--- src/rtl/i2c_register_master_top_defines.svh ---
// ----------------------------------------------------------------------------
// I2C register master assertion macros
// Shared concurrent assertion forms used by the top level.
// ----------------------------------------------------------------------------
`ifndef I2C_REGISTER_MASTER_TOP_DEFINES_SVH
`define I2C_REGISTER_MASTER_TOP_DEFINES_SVH

// The consequent must hold in the same cycle as the antecedent.
`define IRM_ASSERT_SAME(lbl, clk, rst, ante, cons) \
   lbl: assert property (@(posedge clk) disable iff (rst) (ante) |-> (cons)) \
      else $error("%m: same-cycle check failed");

// The consequent must hold in the cycle after the antecedent.
`define IRM_ASSERT_NEXT(lbl, clk, rst, ante, cons) \
   lbl: assert property (@(posedge clk) disable iff (rst) (ante) |=> (cons)) \
      else $error("%m: next-cycle check failed");

`endif

--- src/rtl/irm_pkg.sv ---
// ----------------------------------------------------------------------------
// I2C register master package
// Types, codes, the bus operation list and small helper functions.
// ----------------------------------------------------------------------------
package irm_pkg;

   // Kind of an incoming transaction.
   typedef enum logic {
      ITEM_COMMAND = 1'b0,
      ITEM_TICK    = 1'b1
   } irm_item_kind_type;

   // Command codes.
   typedef enum logic [1:0] {
      CMD_WRITE   = 2'd0,
      CMD_SELECT  = 2'd1,
      CMD_READ    = 2'd2,
      CMD_SET_BIT = 2'd3
   } irm_cmd_type;

   // Bus operations making up a transfer.
   typedef enum logic [3:0] {
      OP_START = 4'd0,
      OP_AW    = 4'd1,
      OP_AR    = 4'd2,
      OP_REG   = 4'd3,
      OP_DATA  = 4'd4,
      OP_ACK   = 4'd5,
      OP_GETB  = 4'd6,
      OP_NACK  = 4'd7,
      OP_STOP  = 4'd8
   } irm_op_type;

   localparam int unsigned PAUSE_W     = 10;
   localparam int unsigned OP_W        = 5;
   localparam logic [PAUSE_W-1:0] PAUSE_RESET = 10'd5;
   localparam logic [7:0] ADDR_WRITE  = 8'h40;
   localparam logic [7:0] ADDR_READ   = 8'h41;
   localparam logic [3:0] BYTE_BITS   = 4'd8;

   // Configuration port: word index bit and register index.
   localparam int unsigned CSR_ADDR_W    = 3;
   localparam logic        CSR_IDX_PAUSE = 1'b0;

   // One classified input transaction.
   typedef struct packed {
      irm_item_kind_type kind;
      irm_cmd_type       command;
      logic [2:0]        device;
      logic [7:0]        register_index;
      logic [7:0]        write_data;
      logic [2:0]        bit_position;
      logic              bit_value;
      logic              sda_in;
   } irm_item_type;

   // One result transaction.
   typedef struct packed {
      logic       scl_release;
      logic       sda_release;
      logic       busy_res;
      logic       done_res;
      logic [7:0] read_data;
      logic       nack_seen;
      logic       command_ignored;
   } irm_result_type;

   // Operation list shared by all commands.
   function automatic irm_op_type op_at(input logic [OP_W-1:0] idx);
      irm_op_type op;
      unique case (idx)
         5'd0, 5'd6, 5'd12:                 op = OP_START;
         5'd1, 5'd13:                       op = OP_AW;
         5'd7:                              op = OP_AR;
         5'd2, 5'd4, 5'd8, 5'd14, 5'd16,
         5'd18:                             op = OP_ACK;
         5'd3, 5'd15:                       op = OP_REG;
         5'd9:                              op = OP_GETB;
         5'd10:                             op = OP_NACK;
         5'd17:                             op = OP_DATA;
         default:                           op = OP_STOP;
      endcase
      return op;
   endfunction

   function automatic logic [OP_W-1:0] op_first(input irm_cmd_type cmd);
      logic [OP_W-1:0] idx;
      unique case (cmd)
         CMD_WRITE:  idx = 5'd12;
         CMD_READ:   idx = 5'd6;
         default:    idx = 5'd0;
      endcase
      return idx;
   endfunction

   function automatic logic [OP_W-1:0] op_end(input irm_cmd_type cmd);
      logic [OP_W-1:0] idx;
      unique case (cmd)
         CMD_SELECT: idx = 5'd6;
         CMD_READ:   idx = 5'd12;
         default:    idx = 5'd20;
      endcase
      return idx;
   endfunction

   // Index of the final phase of an operation.
   function automatic logic [1:0] last_phase(input irm_op_type op);
      logic [1:0] ph;
      unique case (op)
         OP_ACK, OP_GETB: ph = 2'd2;
         OP_STOP:         ph = 2'd3;
         default:         ph = 2'd1;
      endcase
      return ph;
   endfunction

   function automatic logic is_put_byte(input irm_op_type op);
      return (op == OP_AW) || (op == OP_AR) || (op == OP_REG) || (op == OP_DATA);
   endfunction

endpackage

--- src/rtl/irm_front.sv ---
// ----------------------------------------------------------------------------
// I2C register master front end
// Accepts input transactions, classifies them and queues them for the engine.
// ----------------------------------------------------------------------------
module irm_front import irm_pkg::*; #(
   parameter int unsigned DEPTH = 4
) (
   input  logic         clock,
   input  logic         reset,
   input  logic         push,
   output logic         full,
   input  logic         req_mode,
   input  logic [1:0]   req_command,
   input  logic [2:0]   req_device,
   input  logic [7:0]   req_register_index,
   input  logic [7:0]   req_write_data,
   input  logic [2:0]   req_bit_position,
   input  logic         req_bit_value,
   input  logic         req_sda_in,
   output irm_item_type item,
   output logic         item_valid,
   input  logic         item_take
);

   localparam int unsigned PTR_W = $clog2(DEPTH);
   localparam int unsigned CNT_W = $clog2(DEPTH + 1);

   irm_item_type         queue_mem [DEPTH];
   irm_item_type         item_class;
   logic [PTR_W-1:0]     wr_ptr_ff, wr_ptr_in;
   logic [PTR_W-1:0]     rd_ptr_ff, rd_ptr_in;
   logic [CNT_W-1:0]     count_ff, count_in;
   logic                 push_ok;
   logic                 pop_ok;

   // Classify the incoming transaction as a command or a time tick.
   always_comb begin
      item_class.kind           = req_mode ? ITEM_TICK : ITEM_COMMAND;
      item_class.command        = irm_cmd_type'(req_command);
      item_class.device         = req_device;
      item_class.register_index = req_register_index;
      item_class.write_data     = req_write_data;
      item_class.bit_position   = req_bit_position;
      item_class.bit_value      = req_bit_value;
      item_class.sda_in         = req_sda_in;
   end

   assign full       = (count_ff == CNT_W'(DEPTH));
   assign item_valid = (count_ff != '0);
   assign push_ok    = push && !full;
   assign pop_ok     = item_take && item_valid;
   assign item       = queue_mem[rd_ptr_ff];

   // Queue pointers and fill level.
   always_comb begin
      wr_ptr_in = wr_ptr_ff;
      rd_ptr_in = rd_ptr_ff;
      count_in  = count_ff;
      if (push_ok) begin
         wr_ptr_in = (wr_ptr_ff == PTR_W'(DEPTH - 1)) ? '0 : wr_ptr_ff + 1'b1;
      end
      if (pop_ok) begin
         rd_ptr_in = (rd_ptr_ff == PTR_W'(DEPTH - 1)) ? '0 : rd_ptr_ff + 1'b1;
      end
      unique case ({push_ok, pop_ok})
         2'b10:   count_in = count_ff + 1'b1;
         2'b01:   count_in = count_ff - 1'b1;
         default: count_in = count_ff;
      endcase
   end

   always_ff @(posedge clock) begin
      if (reset) begin
         wr_ptr_ff <= '0;
         rd_ptr_ff <= '0;
         count_ff  <= '0;
      end else begin
         wr_ptr_ff <= wr_ptr_in;
         rd_ptr_ff <= rd_ptr_in;
         count_ff  <= count_in;
      end
   end

   // Queue storage.
   always_ff @(posedge clock) begin
      if (push_ok) begin
         queue_mem[wr_ptr_ff] <= item_class;
      end
   end

endmodule

--- src/rtl/irm_back.sv ---
// ----------------------------------------------------------------------------
// I2C register master back end
// Bus sequencer that executes one queued transaction per cycle while the
// result queue has room, and the result queue that holds its outputs until
// they are taken.
module irm_back import irm_pkg::*; #(
   parameter int unsigned DEPTH = 4
) (
   input  logic               clock,
   input  logic               reset,
   input  logic [PAUSE_W-1:0] pause_ticks,
   input  irm_item_type       item,
   input  logic               item_valid,
   output logic               item_take,
   output logic               empty,
   input  logic               pop,
   output irm_result_type     result
);

   localparam int unsigned PTR_W = $clog2(DEPTH);
   localparam int unsigned CNT_W = $clog2(DEPTH + 1);

   // Sequencer state.
   logic               busy_ff, busy_in;
   logic [OP_W-1:0]    op_ff, op_in;
   logic [1:0]         phase_ff, phase_in;
   logic [PAUSE_W-1:0] pause_cnt_ff, pause_cnt_in;
   logic [3:0]         bit_cnt_ff, bit_cnt_in;
   logic [7:0]         shift_ff, shift_in;
   logic [7:0]         read_byte_ff, read_byte_in;
   logic [2:0]         held_device_ff, held_device_in;
   logic [7:0]         held_register_ff, held_register_in;
   logic [7:0]         held_data_ff, held_data_in;
   logic [2:0]         held_position_ff, held_position_in;
   logic               held_value_ff, held_value_in;
   irm_cmd_type        held_command_ff, held_command_in;
   logic               nack_ff, nack_in;
   logic               scl_level_ff, scl_level_in;
   logic               sda_level_ff, sda_level_in;

   // Intermediate values of one step.
   logic [PAUSE_W-1:0] pause_next;
   logic [PAUSE_W-1:0] pause_limit;
   irm_op_type         adv_kind;
   logic [OP_W-1:0]    adv_op;
   logic [1:0]         adv_phase;
   logic [3:0]         adv_bits;
   logic               adv_end;
   logic [7:0]         load_byte;
   logic [7:0]         bit_mask;
   logic [7:0]         get_byte;
   logic [3:0]         bits_inc;
   logic               done_now;
   logic               ignored_now;

   // Result queue.
   irm_result_type     rsp_mem [DEPTH];
   irm_result_type     result_in;
   logic [PTR_W-1:0]   wr_ptr_ff, wr_ptr_in;
   logic [PTR_W-1:0]   rd_ptr_ff, rd_ptr_in;
   logic [CNT_W-1:0]   count_ff, count_in;
   logic               rsp_full;
   logic               pop_ok;

   assign rsp_full  = (count_ff == CNT_W'(DEPTH));
   assign item_take = item_valid && !rsp_full;

   // Phase advance: next operation index, phase and bit count.
   always_comb begin
      adv_kind  = op_at(op_ff);
      adv_op    = op_ff;
      adv_phase = phase_ff;
      adv_bits  = bit_cnt_ff;
      adv_end   = 1'b0;
      if (phase_ff == last_phase(op_at(op_ff))) begin
         adv_phase = 2'd0;
         if (!((is_put_byte(op_at(op_ff)) || (op_at(op_ff) == OP_GETB)) &&
               (bit_cnt_ff < BYTE_BITS))) begin
            adv_bits = 4'd0;
            adv_op   = op_ff + 1'b1;
            adv_end  = (adv_op >= op_end(held_command_ff));
            adv_kind = op_at(adv_op);
         end
      end else begin
         adv_phase = phase_ff + 1'b1;
      end
   end

   // Byte to put on the bus at the start of a byte operation.
   always_comb begin
      bit_mask = 8'd1 << held_position_ff;
      unique case (adv_kind)
         OP_AW:   load_byte = ADDR_WRITE | {4'd0, held_device_ff, 1'b0};
         OP_AR:   load_byte = ADDR_READ | {4'd0, held_device_ff, 1'b0};
         OP_REG:  load_byte = held_register_ff;
         default: begin
            if (held_command_ff != CMD_SET_BIT) begin
               load_byte = held_data_ff;
            end else if (held_value_ff) begin
               load_byte = read_byte_ff | bit_mask;
            end else begin
               load_byte = read_byte_ff & ~bit_mask;
            end
         end
      endcase
   end

   assign pause_next  = pause_cnt_ff + 1'b1;
   assign pause_limit = (pause_ticks == '0) ? PAUSE_W'(1) : pause_ticks;
   assign get_byte    = {shift_ff[6:0], item.sda_in};
   assign bits_inc    = adv_bits + 1'b1;

   // One sequencer step for the transaction at the head of the queue.
   always_comb begin
      busy_in          = busy_ff;
      op_in            = op_ff;
      phase_in         = phase_ff;
      pause_cnt_in     = pause_cnt_ff;
      bit_cnt_in       = bit_cnt_ff;
      shift_in         = shift_ff;
      read_byte_in     = read_byte_ff;
      held_device_in   = held_device_ff;
      held_register_in = held_register_ff;
      held_data_in     = held_data_ff;
      held_position_in = held_position_ff;
      held_value_in    = held_value_ff;
      held_command_in  = held_command_ff;
      nack_in          = nack_ff;
      scl_level_in     = scl_level_ff;
      sda_level_in     = sda_level_ff;
      done_now         = 1'b0;
      ignored_now      = 1'b0;
      if (item_take) begin
         if (item.kind == ITEM_COMMAND) begin
            if (busy_ff) begin
               ignored_now = 1'b1;
            end else begin
               // A new command latches its fields and opens with a start.
               held_command_in  = item.command;
               held_device_in   = item.device;
               held_register_in = item.register_index;
               held_data_in     = item.write_data;
               held_position_in = item.bit_position;
               held_value_in    = item.bit_value;
               nack_in          = 1'b0;
               bit_cnt_in       = 4'd0;
               pause_cnt_in     = '0;
               op_in            = op_first(item.command);
               phase_in         = 2'd0;
               busy_in          = 1'b1;
               sda_level_in     = 1'b0;
            end
         end else if (busy_ff) begin
            if (pause_next >= pause_limit) begin
               pause_cnt_in = '0;
               if (adv_end) begin
                  busy_in    = 1'b0;
                  bit_cnt_in = 4'd0;
                  done_now   = 1'b1;
               end else begin
                  op_in      = adv_op;
                  phase_in   = adv_phase;
                  bit_cnt_in = adv_bits;
                  // Pin action on entry to the new phase.
                  unique case (adv_kind)
                     OP_START: begin
                        if (adv_phase == 2'd0) begin
                           sda_level_in = 1'b0;
                        end else begin
                           scl_level_in = 1'b0;
                        end
                     end
                     OP_STOP: begin
                        unique case (adv_phase)
                           2'd0:    scl_level_in = 1'b0;
                           2'd1:    sda_level_in = 1'b0;
                           2'd2:    scl_level_in = 1'b1;
                           default: sda_level_in = 1'b1;
                        endcase
                     end
                     default: begin
                        unique case (adv_phase)
                           2'd0: begin
                              scl_level_in = 1'b0;
                              if (adv_bits == 4'd0) begin
                                 if (is_put_byte(adv_kind)) begin
                                    shift_in = load_byte;
                                 end else if (adv_kind == OP_GETB) begin
                                    shift_in = 8'd0;
                                 end
                              end
                           end
                           2'd1: begin
                              if (is_put_byte(adv_kind)) begin
                                 sda_level_in = shift_ff[7];
                                 shift_in     = {shift_ff[6:0], 1'b0};
                                 bit_cnt_in   = bits_inc;
                              end else begin
                                 sda_level_in = 1'b1;
                              end
                              scl_level_in = 1'b1;
                           end
                           default: begin
                              if (adv_kind == OP_ACK) begin
                                 if (item.sda_in) begin
                                    nack_in = 1'b1;
                                 end
                              end else begin
                                 shift_in   = get_byte;
                                 bit_cnt_in = bits_inc;
                                 if (bits_inc >= BYTE_BITS) begin
                                    read_byte_in = get_byte;
                                 end
                              end
                           end
                        endcase
                     end
                  endcase
               end
            end else begin
               pause_cnt_in = pause_next;
            end
         end
      end
   end

   always_ff @(posedge clock) begin
      if (reset) begin
         busy_ff          <= 1'b0;
         op_ff            <= '0;
         phase_ff         <= 2'd0;
         pause_cnt_ff     <= '0;
         bit_cnt_ff       <= 4'd0;
         shift_ff         <= 8'd0;
         read_byte_ff     <= 8'd0;
         held_device_ff   <= 3'd0;
         held_register_ff <= 8'd0;
         held_data_ff     <= 8'd0;
         held_position_ff <= 3'd0;
         held_value_ff    <= 1'b0;
         held_command_ff  <= CMD_WRITE;
         nack_ff          <= 1'b0;
         scl_level_ff     <= 1'b1;
         sda_level_ff     <= 1'b1;
      end else begin
         busy_ff          <= busy_in;
         op_ff            <= op_in;
         phase_ff         <= phase_in;
         pause_cnt_ff     <= pause_cnt_in;
         bit_cnt_ff       <= bit_cnt_in;
         shift_ff         <= shift_in;
         read_byte_ff     <= read_byte_in;
         held_device_ff   <= held_device_in;
         held_register_ff <= held_register_in;
         held_data_ff     <= held_data_in;
         held_position_ff <= held_position_in;
         held_value_ff    <= held_value_in;
         held_command_ff  <= held_command_in;
         nack_ff          <= nack_in;
         scl_level_ff     <= scl_level_in;
         sda_level_ff     <= sda_level_in;
      end
   end

   // Result of this step.
   always_comb begin
      result_in.scl_release     = scl_level_in;
      result_in.sda_release     = sda_level_in;
      result_in.busy_res        = busy_in;
      result_in.done_res        = done_now;
      result_in.read_data       = read_byte_in;
      result_in.nack_seen       = nack_in;
      result_in.command_ignored = ignored_now;
   end

   // Result queue pointers and fill level.
   assign empty  = (count_ff == '0);
   assign pop_ok = pop && !empty;
   assign result = rsp_mem[rd_ptr_ff];

   always_comb begin
      wr_ptr_in = wr_ptr_ff;
      rd_ptr_in = rd_ptr_ff;
      if (item_take) begin
         wr_ptr_in = (wr_ptr_ff == PTR_W'(DEPTH - 1)) ? '0 : wr_ptr_ff + 1'b1;
      end
      if (pop_ok) begin
         rd_ptr_in = (rd_ptr_ff == PTR_W'(DEPTH - 1)) ? '0 : rd_ptr_ff + 1'b1;
      end
      unique case ({item_take, pop_ok})
         2'b10:   count_in = count_ff + 1'b1;
         2'b01:   count_in = count_ff - 1'b1;
         default: count_in = count_ff;
      endcase
   end

   always_ff @(posedge clock) begin
      if (reset) begin
         wr_ptr_ff <= '0;
         rd_ptr_ff <= '0;
         count_ff  <= '0;
      end else begin
         wr_ptr_ff <= wr_ptr_in;
         rd_ptr_ff <= rd_ptr_in;
         count_ff  <= count_in;
      end
   end

   // Result storage.
   always_ff @(posedge clock) begin
      if (item_take) begin
         rsp_mem[wr_ptr_ff] <= result_in;
      end
   end

endmodule

--- src/rtl/i2c_register_master_top.sv ---
// I2C register master. Each input transaction is either a command or one
// time tick; every input transaction yields exactly one result transaction
// carrying the SCL/SDA release levels, busy and done flags, the last byte
// read and the acknowledge status. The block sustains one transaction per
// clock cycle while the result queue has room: an input transaction is
// written into a CMD_DEPTH-deep input queue, the bus sequencer takes the
// head of that queue and writes its result into an RSP_DEPTH-deep result
// queue. The sequencer step (pause counter compare, operation list lookup
// and shift register update) sets this rate. On the bus, each phase lasts
// pause_ticks ticks (zero counts as one). No clearing pass is needed after
// reset.
// ----------------------------------------------------------------------------
// I2C register master top level
// Configuration registers and the front and back end of the bus master.
// ----------------------------------------------------------------------------
`include "i2c_register_master_top_defines.svh"

module i2c_register_master_top import irm_pkg::*; #(
   parameter int unsigned CMD_DEPTH = 4,
   parameter int unsigned RSP_DEPTH = 4
) (
   input  logic                  clock,
   input  logic                  reset,
   // Input transactions
   input  logic                  push,
   output logic                  full,
   input  logic                  req_mode,
   input  logic [1:0]            req_command,
   input  logic [2:0]            req_device,
   input  logic [7:0]            req_register_index,
   input  logic [7:0]            req_write_data,
   input  logic [2:0]            req_bit_position,
   input  logic                  req_bit_value,
   input  logic                  req_sda_in,
   // Result transactions
   output logic                  empty,
   input  logic                  pop,
   output logic                  rsp_scl_release,
   output logic                  rsp_sda_release,
   output logic                  rsp_busy_res,
   output logic                  rsp_done_res,
   output logic [7:0]            rsp_read_data,
   output logic                  rsp_nack_seen,
   output logic                  rsp_command_ignored,
   // Configuration port
   input  logic                  psel,
   input  logic                  penable,
   input  logic                  pwrite,
   input  logic [CSR_ADDR_W-1:0] paddr,
   input  logic [31:0]           pwdata,
   output logic [31:0]           prdata,
   output logic                  pready
);

   logic [PAUSE_W-1:0] pause_ticks_ff, pause_ticks_in;
   logic               csr_write;
   irm_item_type       item;
   logic               item_valid;
   logic               item_take;
   irm_result_type     result;

   // Configuration register: pause length in ticks.
   assign pready    = 1'b1;
   assign csr_write = psel && penable && pwrite && pready;

   always_comb begin
      pause_ticks_in = pause_ticks_ff;
      if (csr_write && (paddr[CSR_ADDR_W-1] == CSR_IDX_PAUSE)) begin
         pause_ticks_in = pwdata[PAUSE_W-1:0];
      end
   end

   always_ff @(posedge clock) begin
      if (reset) begin
         pause_ticks_ff <= PAUSE_RESET;
      end else begin
         pause_ticks_ff <= pause_ticks_in;
      end
   end

   assign prdata = (paddr[CSR_ADDR_W-1] == CSR_IDX_PAUSE) ?
                   {{(32 - PAUSE_W){1'b0}}, pause_ticks_ff} : 32'd0;

   // Front end: accept and classify.
   irm_front #(
      .DEPTH (CMD_DEPTH)
   ) u_front (
      .clock              (clock),
      .reset              (reset),
      .push               (push),
      .full               (full),
      .req_mode           (req_mode),
      .req_command        (req_command),
      .req_device         (req_device),
      .req_register_index (req_register_index),
      .req_write_data     (req_write_data),
      .req_bit_position   (req_bit_position),
      .req_bit_value      (req_bit_value),
      .req_sda_in         (req_sda_in),
      .item               (item),
      .item_valid         (item_valid),
      .item_take          (item_take)
   );

   // Back end: bus sequencer and result queue.
   irm_back #(
      .DEPTH (RSP_DEPTH)
   ) u_back (
      .clock       (clock),
      .reset       (reset),
      .pause_ticks (pause_ticks_ff),
      .item        (item),
      .item_valid  (item_valid),
      .item_take   (item_take),
      .empty       (empty),
      .pop         (pop),
      .result      (result)
   );

   assign rsp_scl_release     = result.scl_release;
   assign rsp_sda_release     = result.sda_release;
   assign rsp_busy_res        = result.busy_res;
   assign rsp_done_res        = result.done_res;
   assign rsp_read_data       = result.read_data;
   assign rsp_nack_seen       = result.nack_seen;
   assign rsp_command_ignored = result.command_ignored;

   // An idle bus always has both lines released.
   `IRM_ASSERT_SAME(a_idle_released, clock, reset,
      !empty && !rsp_busy_res, rsp_scl_release && rsp_sda_release)
   // A finished transfer leaves the master idle.
   `IRM_ASSERT_SAME(a_done_idle, clock, reset, !empty && rsp_done_res, !rsp_busy_res)
   // A dropped command only happens during a transfer and never ends it.
   `IRM_ASSERT_SAME(a_ignored_busy, clock, reset,
      !empty && rsp_command_ignored, rsp_busy_res && !rsp_done_res)
   // Both queues come out of reset empty.
   `IRM_ASSERT_NEXT(a_reset_empty, clock, 1'b0, reset, empty && !full)

endmodule

--- config.mk ---
export PLATFORM = sky130hd
export DESIGN_NAME = i2c_register_master_top
export DESIGN_NICKNAME = d
export VERILOG_FILES = /design/src/rtl/irm_pkg.sv /design/src/rtl/irm_front.sv /design/src/rtl/irm_back.sv /design/src/rtl/i2c_register_master_top.sv
export VERILOG_INCLUDE_DIRS = /design/src /design/src/rtl
export SDC_FILE = /design/constraint.sdc
export NUM_CORES = 1
export LEC_CHECK = 0
export BUFFER_PORTS_ARGS = -buffer_cell sky130_fd_sc_hd__buf_2
export CORE_MARGIN = 2
export CORE_UTILIZATION = 64
export DETAILED_ROUTE_END_ITERATION = 10
export GPL_ROUTABILITY_DRIVEN = 0
export HOLD_SLACK_MARGIN = 0.15
export PLACE_DENSITY = 0.87
export SYNTH_ARGS = -nofsm -noshare
export SYNTH_HDL_FRONTEND = slang
export SYNTH_SLANG_ARGS = --single-unit
--- constraint.sdc ---
create_clock -name clock -period 9.71 [get_ports clock]
set_clock_uncertainty 0.05 [all_clocks]
set_input_delay 2.4275 -clock clock [delete_from_list [all_inputs] [get_ports clock]]
set_output_delay 2.4275 -clock clock [all_outputs]
set_load 0.05 [all_outputs]
==> impl_results.rst, run 1 <==
.. list-table::
   :header-rows: 1

   * - Metric
     - Value
   * - Maximum clock rate
     - around 0.18 GHz
   * - Leading post-synthesis cells by instance count
     - 164 x sky130_fd_sc_hd__edfxtp_1, 128 x sky130_fd_sc_hd__nand2_1, 98 x sky130_fd_sc_hd__dfxtp_1
   * - Type of the worst setup path
     - input pin to output port
   * - Final period utilization
     - 0.561
   * - Synth warn
     - 0
   * - Top cells by area in the synthesized netlist
     - sky130_fd_sc_hd__edfxtp_1 40%, sky130_fd_sc_hd__dfxtp_1 16%, sky130_fd_sc_hd__mux4_2 7.3%, sky130_fd_sc_hd__ha_1 4.2%, sky130_fd_sc_hd__nand2_1 3.9%
   * - Antenna violations before repair
     - 1
   * - Max Cap Viol
     - 0
   * - CTS Hold Buffers Added
     - 0
   * - Count of inserted antenna diode cells
     - 0
   * - Required time worst endpoint
     - 7.23 ns
   * - Met1 usage
     - 0.337
   * - Antenna Nets Post-Route
     - 0
   * - Area inside the core boundary
     - 18800 um2
   * - CTS buffer count
     - 26
   * - Drt drc
     - 0
   * - Crit-path max FO
     - 12
   * - Clock power frac
     - 0.265
   * - Final setup violation count
     - 0
   * - EDFF count, synth
     - around 160
   * - Boundary pin count
     - between 100 and 150
   * - Starting density of the core
     - 0.655
   * - Post-Route Setup TNS
     - 0 ns
   * - Number of DRC violations after detailed-routing iteration 0
     - ~700
   * - Measured slew at the worst slew-check pin
     - 1.19 ns
   * - Area of the die
     - 20400 um2
   * - Number of distinct library cells after synthesis
     - 74
   * - Top cell type's share of synthesized area
     - 0.399
   * - Count of state elements after synthesis
     - 262
   * - Worst endpoint data arrival time
     - 2.97 ns
   * - Cell area after technology mapping
     - roughly 12000 um2
   * - Pin count of the biggest net entering global routing
     - 98
   * - Leakage component of the power
     - 5.01 nW
   * - Layout Utilization
     - 0.725
   * - Global-route track usage on met2
     - 0.427
   * - Combinational power share
     - 0.344
   * - CTS tree
     - yes
   * - Top FF cell, synth
     - sky130_fd_sc_hd__edfxtp_1
   * - Non-filler cells in the finished layout
     - 1394
   * - Setup repair after global routing missed its margin
     - false
   * - Detailed Place HPWL
     - 16000 um
   * - Clk Latency, worst-skew pair
     - 0.52 ns
   * - Fraction of registers with async set/reset
     - 0
   * - Number of port buffers
     - 70
   * - Synthesis-to-layout area growth
     - 10.7%
   * - Nets@finish
     - roughly 1200
   * - Critical path startpoint category
     - input pin
   * - Post-placement cell count
     - 1346
   * - Global-route wire length before repair
     - 40600 um
   * - Clock buffer depth
     - 3
   * - Layout cell share with drive strength beyond 1
     - 0.162
   * - # Post-CTS Setup Buffers
     - 0
   * - Fin Hold WS
     - around 0.41 ns
   * - Total power per unit cell area
     - ~280 nW/um2
   * - Vias in the first global route
     - 8109
   * - Gr usage total
     - 0.250
   * - CP endpoint kind
     - output port
   * - Cell type with the largest total area after synthesis
     - sky130_fd_sc_hd__edfxtp_1
   * - Number of cells upsized or downsized after cts
     - 0
   * - R2R Setup Slk
     - about 4.8 ns
   * - Internal power
     - ~2.5 mW
   * - Clock H-tree levels
     - 1
   * - TritonRoute pass-1 iters
     - 5
   * - Relative max-transition margin
     - 0.205
   * - Cell area after layout
     - between 10000 and 15000 um2
   * - Storage element area
     - 6890 um2
   * - Clock-pin slew on the worst setup and hold paths
     - 0.06 ns
   * - Sink Count
     - 262
   * - Area of the multi-input gates
     - about 4900 um2
   * - Mapped Cells
     - 1064
   * - Min Clock Period, post-route
     - 5.44 ns
   * - Routed length per instance
     - 18.0 um
   * - Sequential share of power
     - 0.391
   * - Seq/Total Area, Yosys
     - 0.559
   * - Fill cell total of the finished layout
     - 1165
   * - Height of the chip
     - 143 um
   * - Result of the run
     - finished clean
   * - Overflow left after global routing
     - 0
   * - Library cell with the highest instance count after synthesis
     - sky130_fd_sc_hd__edfxtp_1
   * - Routed via count divided by cell count
     - 5.97
   * - Most used routing layer
     - met2
   * - Total via count after detailed routing
     - a little over 8000
   * - Switching Share
     - 0.365
   * - CTS Root Buffer Type
     - sky130_fd_sc_hd__clkbuf_16
   * - Post-DP Area
     - 12800 um2
   * - Path category of the worst min-delay check
     - flop to flop
   * - Die boundary width
     - approximately 140 um
   * - Highest ir drop seen on vdd
     - 0.000181 V
   * - Wire length reported by the detailed router
     - roughly 25000 um
   * - Mean instance size in the synthesized netlist
     - 11.6 um2
   * - Power spent charging and discharging nets
     - 1.41 mW
   * - Met3 GRT Util
     - 0.0366
   * - Final slew viol count
     - 0
   * - Number of standard-cell rows in the floorplan
     - 50
   * - Endpoints failing hold
     - 0
-- routing by layer --
metal / up-vias / wire length, um
met5: - / 0
met4: 0 / 532
met3: 44 / 1370
met2: 284 / 12500
met1: 4072 / 10700
li1: 3917 / -
-- per-stage QoR --
stage / power (mW) / worst slack [ns]
finish: 3.87 / 4.27
global route: 4.07 / 4.23
CTS: 3.87 / 4.27
detailed placement: 2.83 / 4.27
global placement: 2.78 / 4.28
floorplan: 2.53 / 3.91
-- cell families after synthesis --
group / synth area share
AOI/OAI and AO/OA: 0.105
xor gates and xnor gates: 0.0128
adders and majority gates: 0.0457
muxes: 0.102
DFF: 0.559
and+or+nand+nor: 0.128
buffers and inverters: 0.0468
other: 0.000609
-- sequential cells by signal (all words and copies together), names as in the netlist, 8 cells and up, named ones only --
signal                   count
pause_ticks_ff              10
u_back.held_data_ff          8
u_back.held_register_ff      8
u_back.pause_cnt_ff         10
u_back.read_byte_ff          8
u_back.rsp_mem              56
u_back.shift_ff              8
u_front.queue_mem          108
-- final cells by class --
cell class              count  share of cell area
inverters                  50              0.0138
multi-input cells         695               0.363
well taps                 260              0.0238
clock buffers              32              0.0509
clock inverters            16              0.0134
flip-flops and latches    262               0.505
repair buffers             79              0.0306
-- power by group through the flow --
stage | clock, mW | combinational (mW) | sequential [mW]
finish | 1.02 | 1.33 | 1.51
global route | 1.08 | 1.46 | 1.53
CTS | 1.04 | 1.33 | 1.51
detailed placement | 0 | 1.30 | 1.53
global placement | 0 | 1.27 | 1.51
floorplan | 0 | 1.08 | 1.45
-- critical path, cell delays in order --
cell and delay (ns):
sky130_fd_sc_hd__buf_2 0.16, sky130_fd_sc_hd__nor2b_1 0.11, sky130_fd_sc_hd__buf_2 0.26
-- worst paths after layout --
kind	from	endpoint	depth (start not counted)
min	u_back.held_data_ff[6]	u_back.held_data_ff[6]	2
min reg2reg	u_back.held_data_ff[6]	u_back.held_data_ff[6]	2
max reg2reg	flop	flop	15
max	paddr[2]	prdata[0]	3
-- layout by cell type, fill, tap and decap left out, drive strengths merged, types with 9 or more instances in the layout --
cell type and instances:
edfxtp 164, nand2 128, dfxtp 98, a21oi 85
nor2 79, buf 79, inv 49, ha 41
mux4 40, o21ai 40, clkbuf 32, conb 23
mux2i 20, nand3 15, nor2b 15, nor3 14
and2 14, mux2 14, nand2b 13, xor2 12
clkinv 11, and3 9, a211oi 9
Power figures use the tool's default switching activity.
==> run 2: changes to the inputs <==
- ABC_AREA: default -> 1
- CORE_UTILIZATION: 64 -> 54
- PLACE_DENSITY: 0.87 -> 0.79
- clock period: 9.71 -> 4.95 ns (I/O delays scaled with it)
==> impl_results.rst, run 2 <==
.. list-table::
   :header-rows: 1

   * - Metric
     - Value
   * - Height of the chip
     - 155 um (+8.8%)
   * - Max Cap Viol
     - 0 (unchanged)
   * - Routed via count divided by cell count
     - 5.40 (-9.5%)
   * - Clk Latency, worst-skew pair
     - 0.53 ns (about the same)
   * - Storage element area
     - 6890 um2 (about the same)
   * - Fill cell total of the finished layout
     - 1818 (+56%)
   * - Post-Route Setup TNS
     - 0 ns (unchanged)
   * - Top cells by area in the synthesized netlist
     - sky130_fd_sc_hd__edfxtp_1 40%, sky130_fd_sc_hd__dfxtp_1 16%, sky130_fd_sc_hd__o21ai_0 6.6%, sky130_fd_sc_hd__nor2_1 6.0%, sky130_fd_sc_hd__nand2_1 5.5%
   * - Most frequent cell on the critical path
     - sky130_fd_sc_hd__nand2_1
   * - Layout cell share with drive strength beyond 1
     - 0.132 (-0.0298)
   * - Count of inserted antenna diode cells
     - 0 (unchanged)
   * - R2R Setup Slk
     - 1.08 ns (-3.74 ns)
   * - Met3 wire length
     - 1410 um (+2.8%)
   * - Largest registers
     - u_front.queue_mem x108, u_back.rsp_mem x56
   * - Vias in the first global route
     - 8679 (+7.0%)
   * - Number of DRC violations after detailed-routing iteration 0
     - 721 (+2.6%)
   * - Detail Route met2 WL
     - 12400 um (-0.78%)
   * - Mean instance size in the synthesized netlist
     - 9.25 um2 (-20%)
   * - Type of the worst setup path
     - flop to flop
   * - CTS buffer count
     - 27 (+3.8%)
   * - CP endpoint kind
     - flop
   * - Die boundary width
     - 155 um (+8.8%)
   * - Slowest stage cell on the critical path
     - sky130_fd_sc_hd__dfxtp_1
   * - Clock buffer depth
     - 3 (unchanged)
   * - Power spent charging and discharging nets
     - 3.43 mW (+140%)
   * - # Post-CTS Setup Buffers
     - 0 (unchanged)
   * - Library cell with the highest instance count after synthesis
     - sky130_fd_sc_hd__nor2_1
   * - Crit-path max FO
     - 7 (-5)
   * - Count of buffering cells on the critical path with inverters included
     - 1 (-1)
   * - CTS Root Buffer Type
     - sky130_fd_sc_hd__clkbuf_16
   * - CTS tree
     - yes
   * - Highest ir drop seen on vdd
     - 0.000416 V (+130%)
   * - Seq/Total Area, Yosys
     - 0.556 (-0.00231)
   * - Area inside the core boundary
     - 22600 um2 (+20%)
   * - Area of the die
     - 24200 um2 (+18%)
   * - Endpoints failing hold
     - 0 (unchanged)
   * - Drt drc
     - 0 (unchanged)
   * - Maximum clock rate
     - 0.258 GHz
   * - Final worst-path setup slack
     - 1.08 ns (-3.19 ns)
   * - Sink Count
     - 262 (unchanged)
   * - Area of the multi-input gates
     - 4660 um2 (-5.8%)
   * - Most frequent cells in the layout
     - 194 x sky130_fd_sc_hd__nor2_1, 182 x sky130_fd_sc_hd__nand2_1, 164 x sky130_fd_sc_hd__edfxtp_1
   * - TritonRoute pass-1 iters
     - 6 (+1)
   * - Clock power frac
     - 0.241 (-0.024)
   * - Final setup violation count
     - 0 (unchanged)
   * - Path category of the worst min-delay check
     - flop to flop
   * - Number of standard-cell rows in the floorplan
     - 55 (+10%)
   * - Top FF cell, synth
     - sky130_fd_sc_hd__edfxtp_1
   * - Clock H-tree levels
     - 1 (unchanged)
   * - Number of distinct library cells after synthesis
     - 51 (-31%)
   * - Internal power
     - 4.80 mW (+95%)
   * - Cell area after technology mapping
     - 12400 um2 (+0.42%)
   * - Antenna Nets Post-Route
     - 0 (unchanged)
   * - Top delay family on crit path
     - simple AND/OR/NAND/NOR gates
   * - Measured slew at the worst slew-check pin
     - 0.889 ns (-0.304 ns)
   * - Sequential share of power
     - 0.358 (-0.033)
   * - Worst-path cell chain
     - ha_1 -> nand3_1 -> nand3b_1 -> nor3_1 -> xnor2_1 -> inv_1 -> ha_1 -> nand2_1 -> nor2_1 -> o211ai_1 -> nand4_1 -> nor2_1 -> nor2_1 -> nand2_1 -> nand2_1 -> o21ai_0 -> nand2_1 -> ha_1 -> nand2_1 -> nand2_1 -> nand2_1 -> nand2_1 -> nand2_1 -> nand2_1
   * - Nets@finish
     - 1518 (+24%)
   * - Setup repair after global routing missed its margin
     - false
   * - Antenna violations before repair
     - 1 (unchanged)
   * - Total via count after detailed routing
     - 9242 (+11%)
   * - Number of cells upsized or downsized after cts
     - 0 (unchanged)
   * - Fin Hold WS
     - 0.422 ns (+0.0157 ns)
   * - Relative max-transition margin
     - 0.406 (+0.201)
   * - Cell type with the largest total area after synthesis
     - sky130_fd_sc_hd__edfxtp_1
   * - Highest signal layer in the routed design
     - met5
   * - Gr usage total
     - 0.211 (-0.0390)
   * - Number of port buffers
     - 70 (unchanged)
   * - Top cell type's share of synthesized area
     - 0.398 (-0.00166)
   * - Routed length per instance
     - 15.0 um (-17%)
   * - Total power per unit cell area
     - 595 nW/um2 (+110%)
   * - Critical path startpoint category
     - flop
   * - Flip-flop count of the largest register after layout
     - 108 (unchanged)
   * - Longest individual stage delay on the worst path
     - 0.44 ns (+0.18 ns)
   * - Detailed Place HPWL
     - 17400 um (+8.8%)
   * - Clock-pin slew on the worst setup and hold paths
     - 0.06 ns (about the same)
   * - Register containing the most flip-flops in the final layout
     - u_front.queue_mem
   * - Starting density of the core
     - 0.549 (-0.106)
   * - Leading post-synthesis cells by instance count
     - 198 x sky130_fd_sc_hd__nor2_1, 182 x sky130_fd_sc_hd__nand2_1, 164 x sky130_fd_sc_hd__edfxtp_1
   * - Commonest non-fill, non-tap cell in the layout
     - sky130_fd_sc_hd__nor2_1
   * - CTS Hold Buffers Added
     - 0 (unchanged)
   * - Worst endpoint data arrival time
     - 4.25 ns (+1.28 ns)
   * - Synth warn
     - 0 (unchanged)
   * - Overflow left after global routing
     - 0 (unchanged)
   * - Result of the run
     - finished clean
   * - Synthesis-to-layout area growth
     - 11.7%
   * - EDFF count, synth
     - 164 (unchanged)
   * - Pin count of the biggest net entering global routing
     - 55 (-44%)
   * - Combinational power share
     - 0.401 (+0.057)
   * - Switching Share
     - 0.417 (+0.0516)
   * - Mapped Cells
     - 1339 (+26%)
   * - Worst slack at placement
     - 1.07 ns (-3.20 ns)
   * - Boundary pin count
     - 118 (unchanged)
   * - Count of state elements after synthesis
     - 262 (unchanged)
   * - Final period utilization
     - 0.782
   * - Required time worst endpoint
     - 5.33 ns (-1.90 ns)
   * - Leakage component of the power
     - 5.70 nW (+14%)
   * - Fraction of registers with async set/reset
     - 0 (unchanged)
   * - Global-route wire length before repair
     - 41700 um (+2.6%)
   * - Min Clock Period, post-route
     - about 3.9 ns
   * - Final slew viol count
     - 0 (unchanged)
   * - Wire length reported by the detailed router
     - 25600 um (+2.1%)
   * - Met1 WL
     - 11200 um (+5.4%)
[run 2: cell types whose count changed in the layout (fill, tap and decap cells not counted), moves of 14 or more]
cell / previous run / this run
sky130_fd_sc_hd__o21ai_0: 38 / 163
sky130_fd_sc_hd__nor2_1: 79 / 194
sky130_fd_sc_hd__inv_1: 48 / 132
sky130_fd_sc_hd__nand2_1: 128 / 182
sky130_fd_sc_hd__mux4_2: 40 / 0
sky130_fd_sc_hd__o22ai_1: 4 / 40
sky130_fd_sc_hd__nand3_1: 15 / 48
sky130_fd_sc_hd__a21oi_1: 85 / 61
sky130_fd_sc_hd__mux2i_1: 20 / 1
sky130_fd_sc_hd__and2_1: 14 / 0
sky130_fd_sc_hd__inv_2: 0 / 14
sky130_fd_sc_hd__mux2_2: 14 / 0
sky130_fd_sc_hd__nor2b_1: 14 / 0
[run 2: cells by family after synthesis]
group / Yosys count / synth area share
xor+xnor: 10 / 0.00707
buf+inv: 218 / 0.0743
mux: 1 / 0.000809
simple gates: 499 / 0.182
other cells: 2 / 0.000607
fa+ha+maj: 43 / 0.0447
compound gates: 304 / 0.135
flops: 262 / 0.556
[run 2: power groups by stage]
stage          registers [mW]  logic, mW  clock network, mW
2_1_floorplan            2.91       2.55                  0
3_3_place_gp             2.97       3.19                  0
3_5_place_dp             2.99       3.28                  0
4_1_cts                  2.94       3.30               2.02
5_1_grt                  2.98       3.67               2.11
6_report                 2.95       3.30               1.98
[run 2: layer usage]
layer	vias up	global-route usage
li1	4647	-
met1	4295	0.275
met2	250	0.370
met3	48	0.0312
met4	2	0.0529
met5	-	0
[run 2: worst reg2reg max path, stage by stage (launching register included)]
cell and delay, ns:
sky130_fd_sc_hd__dfxtp_1 0.44, sky130_fd_sc_hd__ha_1 0.22, sky130_fd_sc_hd__nand3_1 0.12, sky130_fd_sc_hd__nand3b_1 0.23, sky130_fd_sc_hd__nor3_1 0.20, sky130_fd_sc_hd__xnor2_1 0.14, sky130_fd_sc_hd__inv_1 0.07, sky130_fd_sc_hd__ha_1 0.30
sky130_fd_sc_hd__nand2_1 0.09, sky130_fd_sc_hd__nor2_1 0.06, sky130_fd_sc_hd__o211ai_1 0.09, sky130_fd_sc_hd__nand4_1 0.22, sky130_fd_sc_hd__nor2_1 0.23, sky130_fd_sc_hd__nor2_1 0.07, sky130_fd_sc_hd__nand2_1 0.24, sky130_fd_sc_hd__nand2_1 0.08
sky130_fd_sc_hd__o21ai_0 0.08, sky130_fd_sc_hd__nand2_1 0.21, sky130_fd_sc_hd__ha_1 0.28, sky130_fd_sc_hd__nand2_1 0.08, sky130_fd_sc_hd__nand2_1 0.05, sky130_fd_sc_hd__nand2_1 0.05, sky130_fd_sc_hd__nand2_1 0.06, sky130_fd_sc_hd__nand2_1 0.06
sky130_fd_sc_hd__nand2_1 0.04
[run 2: area by class of cell]
class	count	share of cell area
multi-input cells	880	0.337
repair buffers	85	0.0335
flip-flops and latches	262	0.498
clock buffers	36	0.0571
clock inverters	14	0.00778
well taps	285	0.0258
inverters	150	0.0407
[run 2: path summary, 6_finish.rpt]
check,to,startpoint,cells after the start
max,flop,u_back.pause_cnt_ff[0],24
min,u_back.bit_cnt_ff[2],u_back.bit_cnt_ff[2],2
max reg2reg,flop,u_back.pause_cnt_ff[0],24
min reg2reg,u_back.bit_cnt_ff[2],u_back.bit_cnt_ff[2],2
[run 2: through the flow]
stage | total power, mW | cells | utilization | cell area, um2
2_1_floorplan | 5.47 | 1360 | - | 12500
3_3_place_gp | 6.17 | 1662 | 0.573 | 12900
3_5_place_dp | 6.26 | 1662 | 0.573 | 12900
4_1_cts | 8.26 | 1712 | 0.613 | 13800
5_1_grt | 8.77 | 1712 | 0.613 | 13800
6_report | 8.23 | 1712 | 0.613 | 13800
==> run 3: changes to the inputs <==
- CORE_UTILIZATION: 54 -> 60
- PLACE_DENSITY: 0.79 -> 0.83
- clock period: 4.95 -> 3.66 ns (I/O delays scaled with it)
==> impl_results.rst, run 3 (synthesis gave the netlist of run 2 again) <==
.. list-table::
   :header-rows: 1

   * - Metric
     - Value
   * - Result of the run
     - finished clean
   * - Min-delay src
     - u_back.held_register_ff[5]
   * - R2R depth
     - 20 (-17%)
   * - Number of standard-cell rows in the floorplan
     - 52 (-5.5%)
   * - Routed via count divided by cell count
     - 5.53 (+2.5%)
   * - TritonRoute pass-1 iters
     - 5 (-1)
   * - Clock H-tree levels
     - 1 (unchanged)
   * - Sequential share of power
     - 0.351 (-0.007)
   * - Tot Pwr
     - 11.3 mW (+37%)
   * - Final period utilization
     - 0.963 (+0.181)
   * - Antenna violations before repair
     - 0 (-1)
   * - Maximum clock rate
     - 0.284 GHz (+9.8%)
   * - Sink Count
     - 262 (unchanged)
   * - Worst R2R End
     - u_back.rsp_mem[0][5]
   * - Power spent charging and discharging nets
     - 4.66 mW (+36%)
   * - Clock buffer depth
     - 3 (unchanged)
   * - Worst-path cell chain
     - nand2_1 -> nor2_1 -> nand2_1 -> nor3b_2 -> nand3_2 -> xor2_2 -> inv_2 -> ha_4 -> nand2_2 -> nor2_4 -> o211ai_1 -> nand4_1 -> buf_4 -> inv_1 -> nor2_1 -> nand2_2 -> nor2_2 -> nand2_1 -> nand2_1 -> inv_1
   * - Overflow left after global routing
     - 0 (unchanged)
   * - Post-placement cell count
     - 1658 (-0.24%)
   * - Worst slack at placement
     - -0.0465 ns (-1.12 ns)
   * - Internal power
     - 6.64 mW (+38%)
   * - Boundary pin count
     - 118 (unchanged)
   * - Non-filler cells in the finished layout
     - 1715 (+0.18%)
   * - Routed length per instance
     - 15.1 um (+1.1%)
   * - Clk Latency, worst-skew pair
     - 0.53 ns (about the same)
   * - Commonest non-fill, non-tap cell in the layout
     - sky130_fd_sc_hd__nor2_1
   * - Drt drc
     - 0 (unchanged)
   * - Total power per unit cell area
     - 804 nW/um2 (+35%)
   * - Final worst-path setup slack
     - 0.135 ns (-0.945 ns)
   * - Critical path startpoint category
     - flop
   * - Hold-critical path depth
     - 2 (unchanged)
   * - Most frequent cell on the critical path
     - sky130_fd_sc_hd__nand2_1
   * - Flip-flop count of the largest register after layout
     - 108 (unchanged)
   * - CP endpoint kind
     - flop
   * - CTS Root Buffer Type
     - sky130_fd_sc_hd__clkbuf_16
   * - Global-route wire length before repair
     - 41700 um (about the same)
   * - Relative max-transition margin
     - 0.552 (+0.146)
   * - Register containing the most flip-flops in the final layout
     - u_front.queue_mem
   * - CTS tree
     - yes
   * - CTS buffer count
     - 26 (-3.7%)
   * - Combinational power share
     - 0.412 (+0.011)
   * - Slowest stage cell on the critical path
     - sky130_fd_sc_hd__dfxtp_4
   * - Measured slew at the worst slew-check pin
     - 0.667 ns (-0.221 ns)
   * - Crit-path max FO
     - 9 (+2)
   * - Max Cap Viol
     - 0 (unchanged)
   * - Most frequent cells in the layout
     - 191 x sky130_fd_sc_hd__nor2_1, 178 x sky130_fd_sc_hd__nand2_1, 164 x sky130_fd_sc_hd__edfxtp_1
   * - Required time worst endpoint
     - 3.88 ns (-1.45 ns)
   * - Switching Share
     - 0.412 (-0.00430)
   * - Number of port buffers
     - 70 (unchanged)
   * - Gr usage total
     - 0.234 (+0.0230)
   * - Vias in the first global route
     - 8901 (+2.6%)
   * - Worst endpoint data arrival time
     - 3.75 ns (-0.50 ns)
   * - Largest registers
     - u_front.queue_mem x108, u_back.rsp_mem x56
   * - Min Clock Period, post-route
     - 3.52 ns (-0.345 ns)
   * - Type of the worst setup path
     - flop to flop
   * - Final setup violation count
     - 0 (unchanged)
   * - Fill cell total of the finished layout
     - 1455 (-20%)
   * - Starting density of the core
     - 0.612 (+0.0634)
   * - Total via count after detailed routing
     - 9490 (+2.7%)
   * - Setup repair after global routing missed its margin
     - true
   * - Pin count of the biggest net entering global routing
     - 59 (+7.3%)
   * - Count of inserted antenna diode cells
     - 0 (unchanged)
   * - Endpoints failing hold
     - 0 (unchanged)
   * - Wire length reported by the detailed router
     - 25900 um (+1.3%)
   * - Die boundary width
     - 148 um (-5.0%)
   * - Area inside the core boundary
     - 20200 um2 (-10%)
   * - Height of the chip
     - 148 um (-5.0%)
   * - Detailed Place HPWL
     - 16800 um (-2.9%)
   * - Clock-pin slew on the worst setup and hold paths
     - 0.06 ns (about the same)
   * - Clock power frac
     - 0.237 (-0.004)
   * - Synthesis-to-layout area growth
     - 13.5%
   * - Reg-to-reg startpoint
     - u_back.pause_cnt_ff[1]
   * - Layout cell share with drive strength beyond 1
     - 0.159 (+0.0267)
   * - Area of the die
     - 21800 um2 (-9.7%)
   * - Antenna Nets Post-Route
     - 0 (unchanged)
   * - Longest individual stage delay on the worst path
     - 0.37 ns (-0.07 ns)
   * - Number of DRC violations after detailed-routing iteration 0
     - 798 (+11%)
   * - Worst Hold End
     - u_back.held_register_ff[5]
   * - Post-Route Setup TNS
     - 0 ns (unchanged)
   * - Highest ir drop seen on vdd
     - 0.000458 V (+10%)
   * - Final slew viol count
     - 0 (unchanged)
   * - R2R Setup Slk
     - 0.14 ns (-0.95 ns)
   * - CTS Hold Buffers Added
     - 0 (unchanged)
   * - Path category of the worst min-delay check
     - flop to flop
   * - Nets@finish
     - 1537 (+1.3%)
   * - Leakage component of the power
     - 5.78 nW (+1.4%)
run 3: how the worst max path moves through the flow:
stage | startpoint | endpoint | cells past startpoint
final | u_back.pause_cnt_ff[1] | u_back.rsp_mem[0][5] | 20
after global routing | u_back.pause_cnt_ff[1] | flop | 26
after CTS | u_back.pause_cnt_ff[1] | flop | 24
after detailed placement | u_back.pause_cnt_ff[1] | flop | 24
after global placement | u_back.pause_cnt_ff[4] | flop | 24
after floorplan | u_back.pause_cnt_ff[0] | flop | 21
run 3: worst max-delay path, delay by kind of cell, from the launching register on:
family	cells	cell delay [ns]
xor+xnor	1	0.23
compound gates	1	0.11
fa+ha+maj	1	0.28
simple gates	13	1.89
flops	1	0.37
buf+inv	4	0.34
run 3: layout make-up:
class                   instances  area, um2  share of cell area
flip-flops and latches        262       6890               0.491
clock buffers                  31        669              0.0476
clock inverters                17        201              0.0143
multi-input cells             881       4780               0.340
inverters                     150        563              0.0401
repair buffers                104        606              0.0431
well taps                     270        338              0.0240
run 3: through the flow:
step                       util  cell area [um2]  hold slack (ns)
after floorplan               -            12500            0.380
after CTS                 0.686            13900            0.414
after detailed placement  0.642            13000            0.405
after global placement    0.642            13000            0.402
final                     0.695            14100            0.415
after global routing      0.695            14100            0.437
run 3: repair_timing:
action,in CTS,in global routing
cloned,0,1
setup buffers,1,7
pin swaps,1,13
resized for setup,2,31
endpoints found under the setup margin,4,65
run 3: power groups by stage:
stage | Clock (mW) | Combinational, mW | Sequential, mW
after floorplan | 0 | 3.45 | 3.94
after global placement | 0 | 4.39 | 4.00
after detailed placement | 0 | 4.50 | 4.02
after CTS | 2.70 | 4.55 | 3.97
after global routing | 2.82 | 5.18 | 4.02
final | 2.68 | 4.65 | 3.97
run 3: metal layers:
layer | share of wire | track usage | wire (um) | up-vias
met2 | 0.50 | 0.415 | 13000 | 334
met5 | 0 | 0 | 0 | -
met1 | 0.41 | 0.300 | 10700 | 4429
met3 | 0.064 | 0.0336 | 1650 | 53
li1 | - | - | - | 4674
met4 | 0.025 | 0.0654 | 642 | 0
